<file path="src/design/mfap_pkg.sv">
// Shared types and constants of the augmenting-path max-flow engine.
package mfap_pkg;

   // Fixed widths of the stream payloads.
   localparam int REQ_TDATA_W = 32;
   localparam int RSP_TDATA_W = 24;
   localparam int FLOW_W      = 22;
   localparam int CSR_IDX_W   = 2;
   localparam int CSR_DATA_W  = 7;

   // Configuration register indexes.
   localparam logic [CSR_IDX_W-1:0] CSR_VERTEX_COUNT = 2'd0;
   localparam logic [CSR_IDX_W-1:0] CSR_SOURCE       = 2'd1;
   localparam int                   CSR_SINK         = 2;

   // Request kinds carried in tuser.
   localparam logic ACT_WRITE = 1'b0;
   localparam logic ACT_RUN   = 1'b1;

   // Controller states.
   typedef enum logic [4:0] {
      ST_CLEAR,
      ST_IDLE,
      ST_COPY,
      ST_SINIT,
      ST_POP,
      ST_POPW,
      ST_SCAN,
      ST_BPAR,
      ST_BRD,
      ST_BCMP,
      ST_UPAR,
      ST_URD,
      ST_UFWD,
      ST_UREV,
      ST_FINISH
   } state_type;

   // Commands from the controller to the datapath.
   typedef struct packed {
      logic clr_step;
      logic cap_write;
      logic run_start;
      logic copy_step;
      logic search_init;
      logic pop;
      logic load_u;
      logic scan_step;
      logic par_read;
      logic res_read_uv;
      logic bn_update;
      logic walk_start;
      logic bn_reset;
      logic fwd_write;
      logic rev_write;
      logic flow_add;
      logic out_load;
   } cmd_type;

   // Status from the datapath to the controller.
   typedef struct packed {
      logic req_run;
      logic sweep_last;
      logic trivial;
      logic copy_done;
      logic stack_empty;
      logic sink_reached;
      logic scan_done;
      logic u_is_src;
      logic out_free;
   } sts_type;

endpackage

</file>
<file path="src/design/mfap_ctrl.sv">
// Controller state machine of the augmenting-path max-flow engine.
module mfap_ctrl (
   input  logic             clock,
   input  logic             reset,
   input  logic             req_tvalid,
   output logic             req_tready,
   input  mfap_pkg::sts_type sts,
   output mfap_pkg::cmd_type cmd
);
   import mfap_pkg::*;

   state_type state_ff;
   state_type state_in;

   // State register.
   always_ff @(posedge clock) begin
      if (reset) begin
         state_ff <= ST_CLEAR;
      end else begin
         state_ff <= state_in;
      end
   end

   // Next state and commands.
   always_comb begin
      state_in   = state_ff;
      cmd        = '0;
      req_tready = 1'b0;
      unique case (state_ff)
         ST_CLEAR: begin
            cmd.clr_step = 1'b1;
            if (sts.sweep_last) begin
               state_in = ST_IDLE;
            end
         end
         ST_IDLE: begin
            req_tready = 1'b1;
            if (req_tvalid) begin
               if (sts.req_run == ACT_RUN) begin
                  cmd.run_start = 1'b1;
                  state_in      = sts.trivial ? ST_FINISH : ST_COPY;
               end else begin
                  cmd.cap_write = 1'b1;
               end
            end
         end
         ST_COPY: begin
            cmd.copy_step = 1'b1;
            if (sts.copy_done) begin
               state_in = ST_SINIT;
            end
         end
         ST_SINIT: begin
            cmd.search_init = 1'b1;
            state_in        = ST_POP;
         end
         ST_POP: begin
            if (sts.stack_empty) begin
               if (sts.sink_reached) begin
                  cmd.walk_start = 1'b1;
                  cmd.bn_reset   = 1'b1;
                  state_in       = ST_BPAR;
               end else begin
                  state_in = ST_FINISH;
               end
            end else begin
               cmd.pop  = 1'b1;
               state_in = ST_POPW;
            end
         end
         ST_POPW: begin
            cmd.load_u = 1'b1;
            state_in   = ST_SCAN;
         end
         ST_SCAN: begin
            cmd.scan_step = 1'b1;
            if (sts.scan_done) begin
               state_in = ST_POP;
            end
         end
         ST_BPAR: begin
            cmd.par_read = 1'b1;
            state_in     = ST_BRD;
         end
         ST_BRD: begin
            cmd.res_read_uv = 1'b1;
            state_in        = ST_BCMP;
         end
         ST_BCMP: begin
            cmd.bn_update = 1'b1;
            if (sts.u_is_src) begin
               cmd.walk_start = 1'b1;
               state_in       = ST_UPAR;
            end else begin
               state_in = ST_BPAR;
            end
         end
         ST_UPAR: begin
            cmd.par_read = 1'b1;
            state_in     = ST_URD;
         end
         ST_URD: begin
            cmd.res_read_uv = 1'b1;
            state_in        = ST_UFWD;
         end
         ST_UFWD: begin
            cmd.fwd_write = 1'b1;
            state_in      = ST_UREV;
         end
         ST_UREV: begin
            cmd.rev_write = 1'b1;
            if (sts.u_is_src) begin
               cmd.flow_add = 1'b1;
               state_in     = ST_SINIT;
            end else begin
               state_in = ST_UPAR;
            end
         end
         ST_FINISH: begin
            if (sts.out_free) begin
               cmd.out_load = 1'b1;
               state_in     = ST_IDLE;
            end
         end
         default: begin
            state_in = ST_IDLE;
         end
      endcase
   end

endmodule

</file>
<file path="config.mk">
export PLATFORM = sky130hd
export DESIGN_NAME = mfap_ctrl
export DESIGN_NICKNAME = d
export VERILOG_FILES = /design/src/design/mfap_pkg.sv /design/src/design/mfap_ctrl.sv
export SDC_FILE = /design/constraint.sdc
export NUM_CORES = 1
export LEC_CHECK = 0
export BUFFER_PORTS_ARGS = -buffer_cell sky130_fd_sc_hd__buf_2
export CAP_MARGIN = 15
export CORE_AREA = 4 4 42 44
export DETAILED_ROUTE_END_ITERATION = 7
export DIE_AREA = 0 0 46 48
export MAX_ROUTING_LAYER = met4
export PLACE_DENSITY = 0.72
export SLEW_MARGIN = 20
export SYNTH_ARGS = -nofsm -noshare
export SYNTH_HDL_FRONTEND = slang
export SYNTH_SLANG_ARGS = --single-unit
</file>
<file path="constraint.sdc">
create_clock -name clock -period 1.7 [get_ports clock]
set_input_delay 0.085 -clock clock [delete_from_list [all_inputs] [get_ports clock]]
set_output_delay 0.085 -clock clock [all_outputs]
set_load 0.02 [all_outputs]
</file>
# Word level (Yosys, flattened, before mapping)

Index checks and enable logic that the tools add are counted.

Memory bits (read-only): 0
Memory bits (writable): 0
Register bits: 5
Output and inout port bits: 18
Memories: 0
Bits in latches: 0
Bits of input ports: 12
Word-level logic and storage cells: 61

Div/mod/pow operators: 0
$lt $le $gt $ge: 0
$mul: 0
Reductions and logical operators: 4
Shifts and indexed selects: 0
Bitwise logic cells: 0
Multiplexer cells: 36
Add/subtract/negate cells: 0
Eq/ne operators: 20

Operators by type and width:

| kind                 | number |
|---|---|
| $pmux W5 S15         | 1 |
| $eq A5 B4 Y1 const B | 7 |
| $mux W5              | 6 |
| $eq A5 B3 Y1 const B | 4 |
| $mux W4              | 5 |
| $mux W1              | 18 |
| $ne A2 B2 Y1 const B | 6 |
| $eq A5 B2 Y1 const B | 2 |
| $mux W2              | 5 |
| $reduce_and A6 Y1    | 1 |
| $eq A5 B1 Y1 const B | 1 |
| $logic_not A5 Y1     | 1 |
| $reduce_or A2 Y1     | 2 |
| $pmux W1 S2          | 1 |

# Depth between registers and ports, before layout

Gate-level depths: netlist of the first run.

Depth after elaboration: 4
Depth in mapped cells: 7
Depth with buffers taken out: 7

# Least setup slack after synthesis of the first run

No wires, ideal clock.

Path kind: register to register
From: reg state_ff[3]
To: reg state_ff[3]
Setup slack: 147 ps
Library setup time: 115 ps
Required time: 1,585 ps
Buffers on the path: 1
Clock period less this slack: 1,553 ps
Stages on the path, launching flop included: 6
Data arrival time: 1,438 ps
Cells stage by stage: dfxtp_1 -> buf_2 -> or2_2 -> nor3_2 -> nor3_1 -> a31o_1

Word-level cells in the longest chain between the ends: 3

RTL lines:

| element                                    | line            | text |
|---|---|---|
| start: declaration                         | mfap_ctrl.sv:12 | `state_type state_ff;` |
| start signal: assignment                   | mfap_ctrl.sv:20 | `state_ff <= state_in;` |
| $eq A5 B1 Y1, or another cell as far along | mfap_ctrl.sv:29 | `unique case (state_ff)` |
| $ne A2 B2 Y1 (no source line)              | --              |  |
| $reduce_and A6 Y1 (no source line)         | --              |  |

Several ways; a longest one is shown, not always the timed one.
A chain may end at the register's enable or synchronous reset.

==> summary.md, run 1 <==
| Metric | Value |
|---|---|
| Via count | 799 |
| Largest net degree at the start of global routing | 12 |
| Die Wd | 46 um |
| FF-to-FF path depth | 7 |
| FMAX | 617 MHz |
| Root Driver | clkbuf_4 |
| Worst R2R Setup Slack | 0.20 ns |
| Core area | 1440 um^2 |
| R2r endpoint | state_ff[1] |
| CP max FO | 11 |
| Synth Area in Adders | 0% |
| CTS Buf Count | 3 |
| Hold buffer count at CTS | 0 |
| HPWL after DPL | 1480 um |
| Die Y | 48 um |
| Worst slew pin tran | 0.332 ns |
| CTS Sinks | 4 |
| Number of synthesized flops with an enable pin | 0 |
| Maximum VDD drop | 584 uV |
| Max Cap Viol | 0 |
| TritonRoute pass-1 iters | 4 |
| Xor/xnor cell area share of the yosys netlist | 0% |
| Hold Crit Depth | 2 |
| LEAKAGE | 0.000405 uW |
| Minimum clock period | 1.62 ns |
| Share of cells above drive strength 1 | 47.2% |
| RSZ-0062 raised after global routing | no |
| Period utilization | 95.4% |
| Crit Path Class | reg -> out |
| Synth Flop Type | dfxtp_1 |
| Non-filler cells, final | 141 |
| Largest family of logic cells by synthesized area | simple AND/OR/NAND/NOR gates |
| Net count, final | 139 |
| Startpoint Class | register |
| Pre-CTS setup slack | 0.109 ns |
| Arrival @ worst endpoint | 1.54 ns |
| CTS HTree Levels | 1 |
| Drt wl/cell | 13.3 um |
| RR Startpoint | state_ff[3] |
| Row count | 14 |
| Clock tree from TritonCTS | yes |
| Slew Limit Fails | 0 |
| Gpl congestion | 0.853 |
| Yosys reg bits | 4 |
| # fillers | 153 |
| Final hold violations | 0 |
| Number of global-route vias before repair | 707 |
| Largest regs | state_ff (4) |
| Endpoints failing setup | 0 |
| Cells after Synth | 91 |
| Number of antenna violations at the first check in global routing | 0 |
| Initial core utilization | 41.7% |
| Syn avg cell area | 6.59 um^2 |
| Post-Syn Area | 599 um^2 |
| Async S/R FF share, synth | 0% |
| Mux share of post-synthesis cell area | 3.55% |
| Setup TNS Final | 0 ns |
| GRT Total Usage | 18.9% |
| Drt total wl | 1880 um |
| Min-delay worst type | in -> reg |
| Pwr dens | 1410 nW/um^2 |
| Status | finished clean |
| CP required | 1.62 ns |
| First-pass GRT wire length | 2990 um |
| Antenna Cells | 0 |
| GRT overflow | 0 |
| DP Cell Count | 136 |
| Bufs on Longest Clock Path | 2 |
| Final worst setup slack | 0.0780 ns |
| Clk slew on worst S/H paths | 0.04 ns |
| Synth Area in Simple Gates | 46.6% |
| IO Pins | 30 |
| Top reg by flops | state_ff |
| DR vias/cell | 5.67 |
| Residual DRC | 0 |
| Sequential-to-total area share from yosys stat | 13.4% |
| Hold Startpoint | reset |
| DIE AREA | 2210 um^2 |
| Clock skew | 0.0121 ns |
| Syn nets | 103 |
| Worst Hold End | state_ff[2] |
| Synth warn | 0 |
| PortBufs | 29 |
| Remaining antenna violation count | 0 |
| Synth Area in Compound Gates | 26.1% |
| Count of different cell masters after synthesis | 39 |
| Initial DRC Count | 22 |
| Setup crit end kind | output port |
| Relative slew slack | 77.7% |
| Largest register FFs | 4 |
| Layout area overhead | 39.5% |
| Worst-Skew Late Latency | 0.24 ns |
==> how the worst max path moves through the flow <==
stage                      from          end  slack, ns  cells past startpoint
detailed placement  state_ff[1]  state_ff[1]       0.11                      5
global placement    state_ff[1]  state_ff[1]       0.14                      5
global route        state_ff[0]       cmd[8]       0.02                      5
CTS                 state_ff[3]       cmd[8]       0.03                      5
finish              state_ff[0]       cmd[8]       0.08                      5
floorplan           state_ff[3]  state_ff[3]       0.15                      5
==> routing by layer <==
| metal | share of wire [%] | global-route usage (%) | vias up |
|---|---|---|---|
| li1 | - | - | 397 |
| met1 | 41 | 22.8 | 370 |
| met2 | 52 | 31.9 | 26 |
| met5 | 0 | - | - |
| met4 | 1.8 | 7.39 | 0 |
| met3 | 5.5 | 2.26 | 6 |
==> cells in the final DEF (no fill, tap or decap), drive strengths merged <==
| master | n |
|---|---|
| nand3 | 2 |
| nor3 | 8 |
| nor2b | 2 |
| and3 | 2 |
| or2 | 2 |
| a221oi | 1 |
| o311a | 1 |
| a22oi | 1 |
| o22ai | 1 |
| nand4 | 1 |
| or3 | 2 |
| a31o | 1 |
| nand4bb | 1 |
| clkbuf | 3 |
| or2b | 2 |
| inv | 6 |
| nor3b | 1 |
| o21ai | 2 |
| nand2 | 9 |
| nand2b | 2 |
| mux2i | 1 |
| dfxtp | 4 |
| buf | 38 |
| nor2 | 15 |
| nor4 | 1 |
| mux2 | 1 |
| or4b | 1 |
| o211ai | 4 |
| a221o | 1 |
| a32oi | 1 |
| a31oi | 1 |
| a21oi | 6 |
| a21o | 1 |
==> synth_stat cells (all sizes together), types with 4 or more instances <==
library cell	instances	area [um^2]
nor3	8	45.0
o211ai	4	30.0
nand2	9	41.3
inv	6	22.5
buf	7	40.0
nor2	15	58.8
dfxtp	4	80.1
a21oi	6	30.0
==> kinds of logic after synthesis <==
logic type	Yosys count
flip-flops	4
multiplexers	2
AO/OA/AOI/OAI	21
AND/OR/NAND/NOR	51
buffers and inverters	13
==> power by group <==
group / switching, uW / total [uW] / internal [uW]
logic: 477 / 835 / 358
registers: 86.2 / 220 / 134
clock network: 43.7 / 123 / 79.3
==> critical path: stages, from the launching register on <==
cell	delay (ns)
dfxtp_2	0.37
buf_4	0.18
or2b_1	0.26
mux2_2	0.28
nor2_2	0.08
buf_4	0.14
==> stage by stage <==
step           util [%]  area, um^2  hold WS, ns  power [uW]
6_report           58.2         836       0.0514        1180
5_1_grt            58.2         836       0.0401        1270
4_1_cts            55.8         802       0.0440        1140
3_5_place_dp       54.1         777        0.302        1010
3_3_place_gp       54.1         777        0.293         998
2_1_floorplan         -         599        0.154         787
==> area by class of cell <==
class	instances	area [um^2]	area share [%]
Clock buffer	3	22.5	2.69
Inverter	6	22.5	2.69
Multi-Input combinational cell	74	467	55.8
Sequential cell	4	85.1	10.2
Tap cell	16	20.0	2.40
Timing Repair Buffer	38	219	26.2
==> repair_timing <==
action / in CTS / in global routing
pin swaps: 0 / 0
setup endpoints to repair: 1 / 9
buffers inserted: 0 / 2
gates resized for setup: 2 / 7
Power figures use the tool's default switching activity.
==> run 2: changes to the inputs <==
- CORE_AREA: 4 4 42 44 -> 4 4 44 46
- DIE_AREA: 0 0 46 48 -> 0 0 48 50
- PLACE_DENSITY: 0.72 -> 0.66
- clock period: 1.7 -> 1.72 ns (I/O delays scaled with it)
==> run 2 against run 1 <==
First-iteration DRC count shrank 41%. Critical path type unchanged. Via count shrank 4.0%. Worst hold slack gained 0.024 ns.
==> summary.md, run 2 (synthesized netlist as in run 1, its figures left out) <==
| Metric | Value |
|---|---|
| CTS Sinks | 4 |
| Antenna Cells | 0 |
| Setup crit end kind | output port |
| Hold buffer count at CTS | 0 |
| Hold Startpoint | reset |
| Clock skew | 0.00361 ns |
| Top reg by flops | state_ff |
| Hold Worst Slack | 0.0751 ns |
| Gpl congestion | 0.851 |
| Reg power frac | 20.5% |
| Bufs on Longest Clock Path | 2 |
| DP Cell Count | 135 |
| Worst R2R Setup Slack | 0.17 ns |
| PortBufs | 29 |
| Switching Fraction | 51.7% |
| Combinational share of power | 68.9% |
| Cell-internal power | 544 uW |
| Initial core utilization | 39.8% |
| Net count, final | 136 |
| CP required | 1.63 ns |
| TritonRoute pass-1 iters | 4 |
| Worst Hold End | state_ff[2] |
| Worst slew pin tran | 0.340 ns |
| First-pass GRT wire length | 2730 um |
| Remaining antenna violation count | 0 |
| Worst-Skew Late Latency | 0.24 ns |
| Most common cell after layout, fill and taps aside | buf_2 |
| # fillers | 151 |
| CTS Buf Count | 3 |
| DR vias/cell | 5.56 |
| Initial DRC Count | 13 |
| Clock power frac | 10.6% |
| RSZ-0062 raised after global routing | no |
| FF+latch area | 83.8 um^2 |
| Crit Path Class | reg -> out |
| Number of antenna violations at the first check in global routing | 0 |
| Final hold violations | 0 |
| Relative slew slack | 77.3% |
| Drt total wl | 1820 um |
| Layout area overhead | 33.2% |
| Design Area, Final | 798 um^2 |
| Minimum clock period | 1.60 ns |
| Setup TNS Final | 0 ns |
| Pwr dens | 1410 nW/um^2 |
| Largest net degree at the start of global routing | 15 |
| Row count | 14 |
| GRT overflow | 0 |
| Root Driver | clkbuf_4 |
| Share of cells above drive strength 1 | 43.4% |
| Slew Limit Fails | 0 |
| Area after DPL | 769 um^2 |
| Hold Crit Depth | 2 |
| HPWL after DPL | 1440 um |
| Non-filler cells, final | 138 |
| Residual DRC | 0 |
| FF-to-FF path depth | 5 |
| IO Pins | 30 |
| Core area | 1510 um^2 |
| GRT Total Usage | 15.7% |
| Die Wd | 48 um |
| Most frequent cells in the layout | 29 x buf_2, 14 x nor2_1, 7 x nand2_1, 7 x nor3_1 |
| Drt wl/cell | 13.2 um |
| R2r endpoint | state_ff[1] |
| CTS HTree Levels | 1 |
| Total power | 1130 uW |
| Die Y | 50 um |
| Area of the multi-input gates | 459 um^2 |
| Status | finished clean |
| Period utilization | 93.1% |
| Maximum VDD drop | 447 uV |
| Min-delay worst type | in -> reg |
| Number of global-route vias before repair | 631 |
| RR Startpoint | state_ff[1] |
| Endpoints failing setup | 0 |
| Largest regs | state_ff (4) |
| Clk slew on worst S/H paths | 0.04 ns |
| Post-CTS setup buffer count | 0 |
| Max Cap Viol | 0 |
| Sw Pwr | 584 uW |
| DIE AREA | 2400 um^2 |
| Clock tree from TritonCTS | yes |
| CP max FO | 8 |
| LEAKAGE | 0.000389 uW |
| Arrival @ worst endpoint | 1.52 ns |
| Largest register FFs | 4 |
| Startpoint Class | register |
| FMAX | 624 MHz |
| Via count | 767 |
==> run 2: worst max-delay path by stage <==
stage	start	to	slack, ns
2_1_floorplan	state_ff[3]	state_ff[3]	0.17
3_3_place_gp	state_ff[2]	state_ff[1]	0.11
3_5_place_dp	state_ff[2]	state_ff[1]	0.04
4_1_cts	state_ff[3]	cmd[5]	0.03
5_1_grt	state_ff[1]	cmd[4]	0.009
6_report	state_ff[3]	cmd[5]	0.12
==> run 2: cell type report <==
cell class | count | area share, %
sequential | 4 | 10.5
tap | 16 | 2.51
clock buffer | 3 | 2.82
timing repair buffer | 35 | 23.8
inverter | 6 | 2.82
multi-input combinational | 74 | 57.5
==> run 2: layer usage <==
metal  routed length [um]  global-route usage, %
met1                  857                   21.3
met2                  852                   22.5
met3                   91                   2.18
met4                   19                   6.73
met5                    0                      -
==> run 2: through the flow <==
stage / worst slack (ns) / util [%]
after floorplan: 0.167 / -
after global placement: 0.113 / 51.1
after detailed placement: 0.0410 / 51.1
after CTS: 0.0350 / 52.7
after global routing: 0.00929 / 53.0
final: 0.118 / 53.0
==> run 2: timing repair <==
| action | in CTS | in global routing |
|---|---|---|
| endpoints found under the hold margin | 0 | 0 |
| resized for setup | 2 | 2 |
| setup endpoints to repair | 3 | 4 |
==> run 2: worst max-delay path, cell delays in order, from the launching register on <==
cell and delay (ns):
dfxtp_2 0.38, buf_4 0.18, nand2_1 0.09, or3_1 0.32, a21oi_1 0.14, buf_2 0.17
==> run 2: power groups by stage <==
stage	clock network [uW]	registers [uW]	logic [uW]
after floorplan	0	138	640
after global routing	140	238	846
final	120	231	777
after detailed placement	0	224	768
after global placement	0	223	761
after CTS	122	227	772
==> run 3: changes to the inputs <==
==> constraint.sdc (replaced) <==
create_clock -name clock -period 1.72 [get_ports clock]
set_input_delay 0.344 -clock clock [delete_from_list [all_inputs] [get_ports clock]]
set_output_delay 0.344 -clock clock [all_outputs]
set_load 0.02 [all_outputs]
==> run 3 against run 2 <==
The run now ends with negative setup slack left. Largest cell class unchanged. Sequential share of layout area down 0.50 points. Combinational power up 20%. Wire length up 10%. Design area up 16%. Non-clock buffer count up 9. Die area unchanged. Via count up 8.1%. Fmax down 8.0%. Total power up 12%. Clock skew up 0.0022 ns.
==> summary.md, run 3 (synthesized netlist as in run 1, its figures left out) <==
| Metric | Value |
|---|---|
| Status | complete, but fails checks |
| Failing checks | negative setup slack |
| Final worst setup slack | -0.0208 ns |
| DR vias/cell | 5.64 |
| First-pass GRT wire length | 3200 um |
| Stages on the worst setup path | 4 |
| CP max FO | 6 |
| Setup crit end kind | output port |
| Bufs on Longest Clock Path | 2 |
| Largest regs | state_ff (4) |
| TritonRoute pass-1 iters | 4 |
| Most common cell after layout, fill and taps aside | buf_2 |
| Antenna Cells | 0 |
| Most frequent cells in the layout | 24 x buf_2, 17 x buf_4, 14 x nor2_1, 8 x nand2_1, 6 x nor3_1 |
| Pre-CTS setup slack | 0.0261 ns |
| FMAX | 574 MHz |
| Final hold violations | 0 |
| Layout area overhead | 54.5% |
| Min-delay worst type | in -> reg |
| Crit path max-delay family | flip-flops |
| Worst slew pin tran | 0.292 ns |
| Remaining antenna violation count | 0 |
| Clk slew on worst S/H paths | 0.04 ns |
| Die Wd | 48 um |
| Gpl congestion | 0.910 |
| Number of global-route vias before repair | 796 |
| Setup TNS Final | -0.0326 ns |
| Root Driver | clkbuf_4 |
| Core area | 1510 um^2 |
| Arrival @ worst endpoint | 1.40 ns |
| RR Startpoint | state_ff[2] |
| DIE AREA | 2400 um^2 |
| Pwr dens | 1370 nW/um^2 |
| CTS HTree Levels | 1 |
| Drt wl/cell | 13.7 um |
| Hold Crit Depth | 2 |
| PortBufs | 29 |
| GRT overflow | 0 |
| Clock tree from TritonCTS | yes |
| Crit path cell chain | or2b_1, mux2_2, nor2_1, buf_4 |
| Drt total wl | 2010 um |
| Largest net degree at the start of global routing | 16 |
| Period utilization | 101% |
| Crit Path Class | reg -> out |
| RSZ-0062 raised after global routing | yes |
| Clock skew | 0.00578 ns |
| Row count | 14 |
| Maximum VDD drop | 530 uV |
| # fillers | 146 |
| Top reg by flops | state_ff |
| Relative slew slack | 80.4% |
| Residual DRC | 0 |
| Share of cells above drive strength 1 | 51.1% |
| Endpoints failing setup | 2 |
| LEAKAGE | 0.000443 uW |
| CP required | 1.38 ns |
| IO Pins | 30 |
| Worst-Skew Late Latency | 0.23 ns |
| Startpoint Class | register |
| GRT Total Usage | 18.2% |
| Max Cap Viol | 0 |
| HPWL after DPL | 1540 um |
| Critical Path End | cmd[8] |
| Worst R2R Setup Slack | 0.14 ns |
| Net count, final | 145 |
| Via count | 829 |
| Hold buffer count at CTS | 0 |
| CTS Buf Count | 3 |
| CP bufs+invs | 1 |
| R2r endpoint | state_ff[3] |
| Crit-path slowest cell | dfxtp_4 |
| Slew Limit Fails | 0 |
| Critical Path Start | state_ff[3] |
| Die Y | 50 um |
| Largest register FFs | 4 |
| Initial core utilization | 39.8% |
| Largest stage delay, worst path | 0.38 ns |
| CTS Sinks | 4 |
| Number of antenna violations at the first check in global routing | 0 |
| Minimum clock period | 1.74 ns |
| FF-to-FF path depth | 6 |
| Initial DRC Count | 32 |
| Total power | 1270 uW |
## run 3: cell types whose count changed in the layout (fill, tap and decap cells not counted), moves of 2 or more
cell | before | now
a21oi_1 | 6 | 4
a21oi_2 | 0 | 2
buf_2 | 29 | 24
buf_4 | 6 | 17
buf_6 | 0 | 3
dfxtp_2 | 3 | 1
dfxtp_4 | 0 | 3
## run 3: area by class of cell
| cell class | count | area [um^2] | share of cell area, % |
|---|---|---|---|
| inverters | 6 | 25.0 | 2.70 |
| clock buffers | 3 | 22.5 | 2.43 |
| flip-flops and latches | 4 | 92.6 | 10.0 |
| multi-input cells | 74 | 484 | 52.3 |
| well taps | 16 | 20.0 | 2.16 |
| repair buffers | 44 | 282 | 30.4 |
## run 3: worst min path at each step
stage	from	end	slack [ns]
floorplan	reset	state_ff[2]	0.41
global route	reset	state_ff[2]	0.32
finish	reset	state_ff[2]	0.32
CTS	reset	state_ff[2]	0.31
detailed placement	reset	state_ff[2]	0.56
global placement	reset	state_ff[2]	0.58
## run 3: routing by layer
metal | wire length, um | part of all wire, % | vias to the layer above | global-route usage (%)
li1 | - | - | 408 | -
met1 | 871 | 43 | 388 | 22.6
met2 | 1020 | 51 | 33 | 27.3
met3 | 122 | 6.1 | 0 | 2.18
met4 | 0 | 0 | 0 | 10.3
met5 | 0 | 0 | - | -
## run 3: timing repair
action                                  4_1_cts  5_1_grt
endpoints found under the setup margin       15        9
endpoints found under the hold margin         0        0
resized for setup                            10       10
setup buffers                                 3        0
pin swaps                                     0        2
## run 3: power breakdown
group          total, uW  internal (uW)  switching (uW)
Combinational        929            422             506
Sequential           219            140            79.5
Clock                117           78.1            39.1
Total               1270            640             625
## run 3: per-stage QoR
stage                     hold WS [ns]  area (um^2)  std cells  utilization (%)
final                            0.316          926        147             61.5
after global routing             0.319          926        147             61.5
after CTS                        0.310          891        147             59.1
after detailed placement         0.565          823        141             54.7
after global placement           0.578          823        141             54.7
after floorplan                  0.413          608         91                -
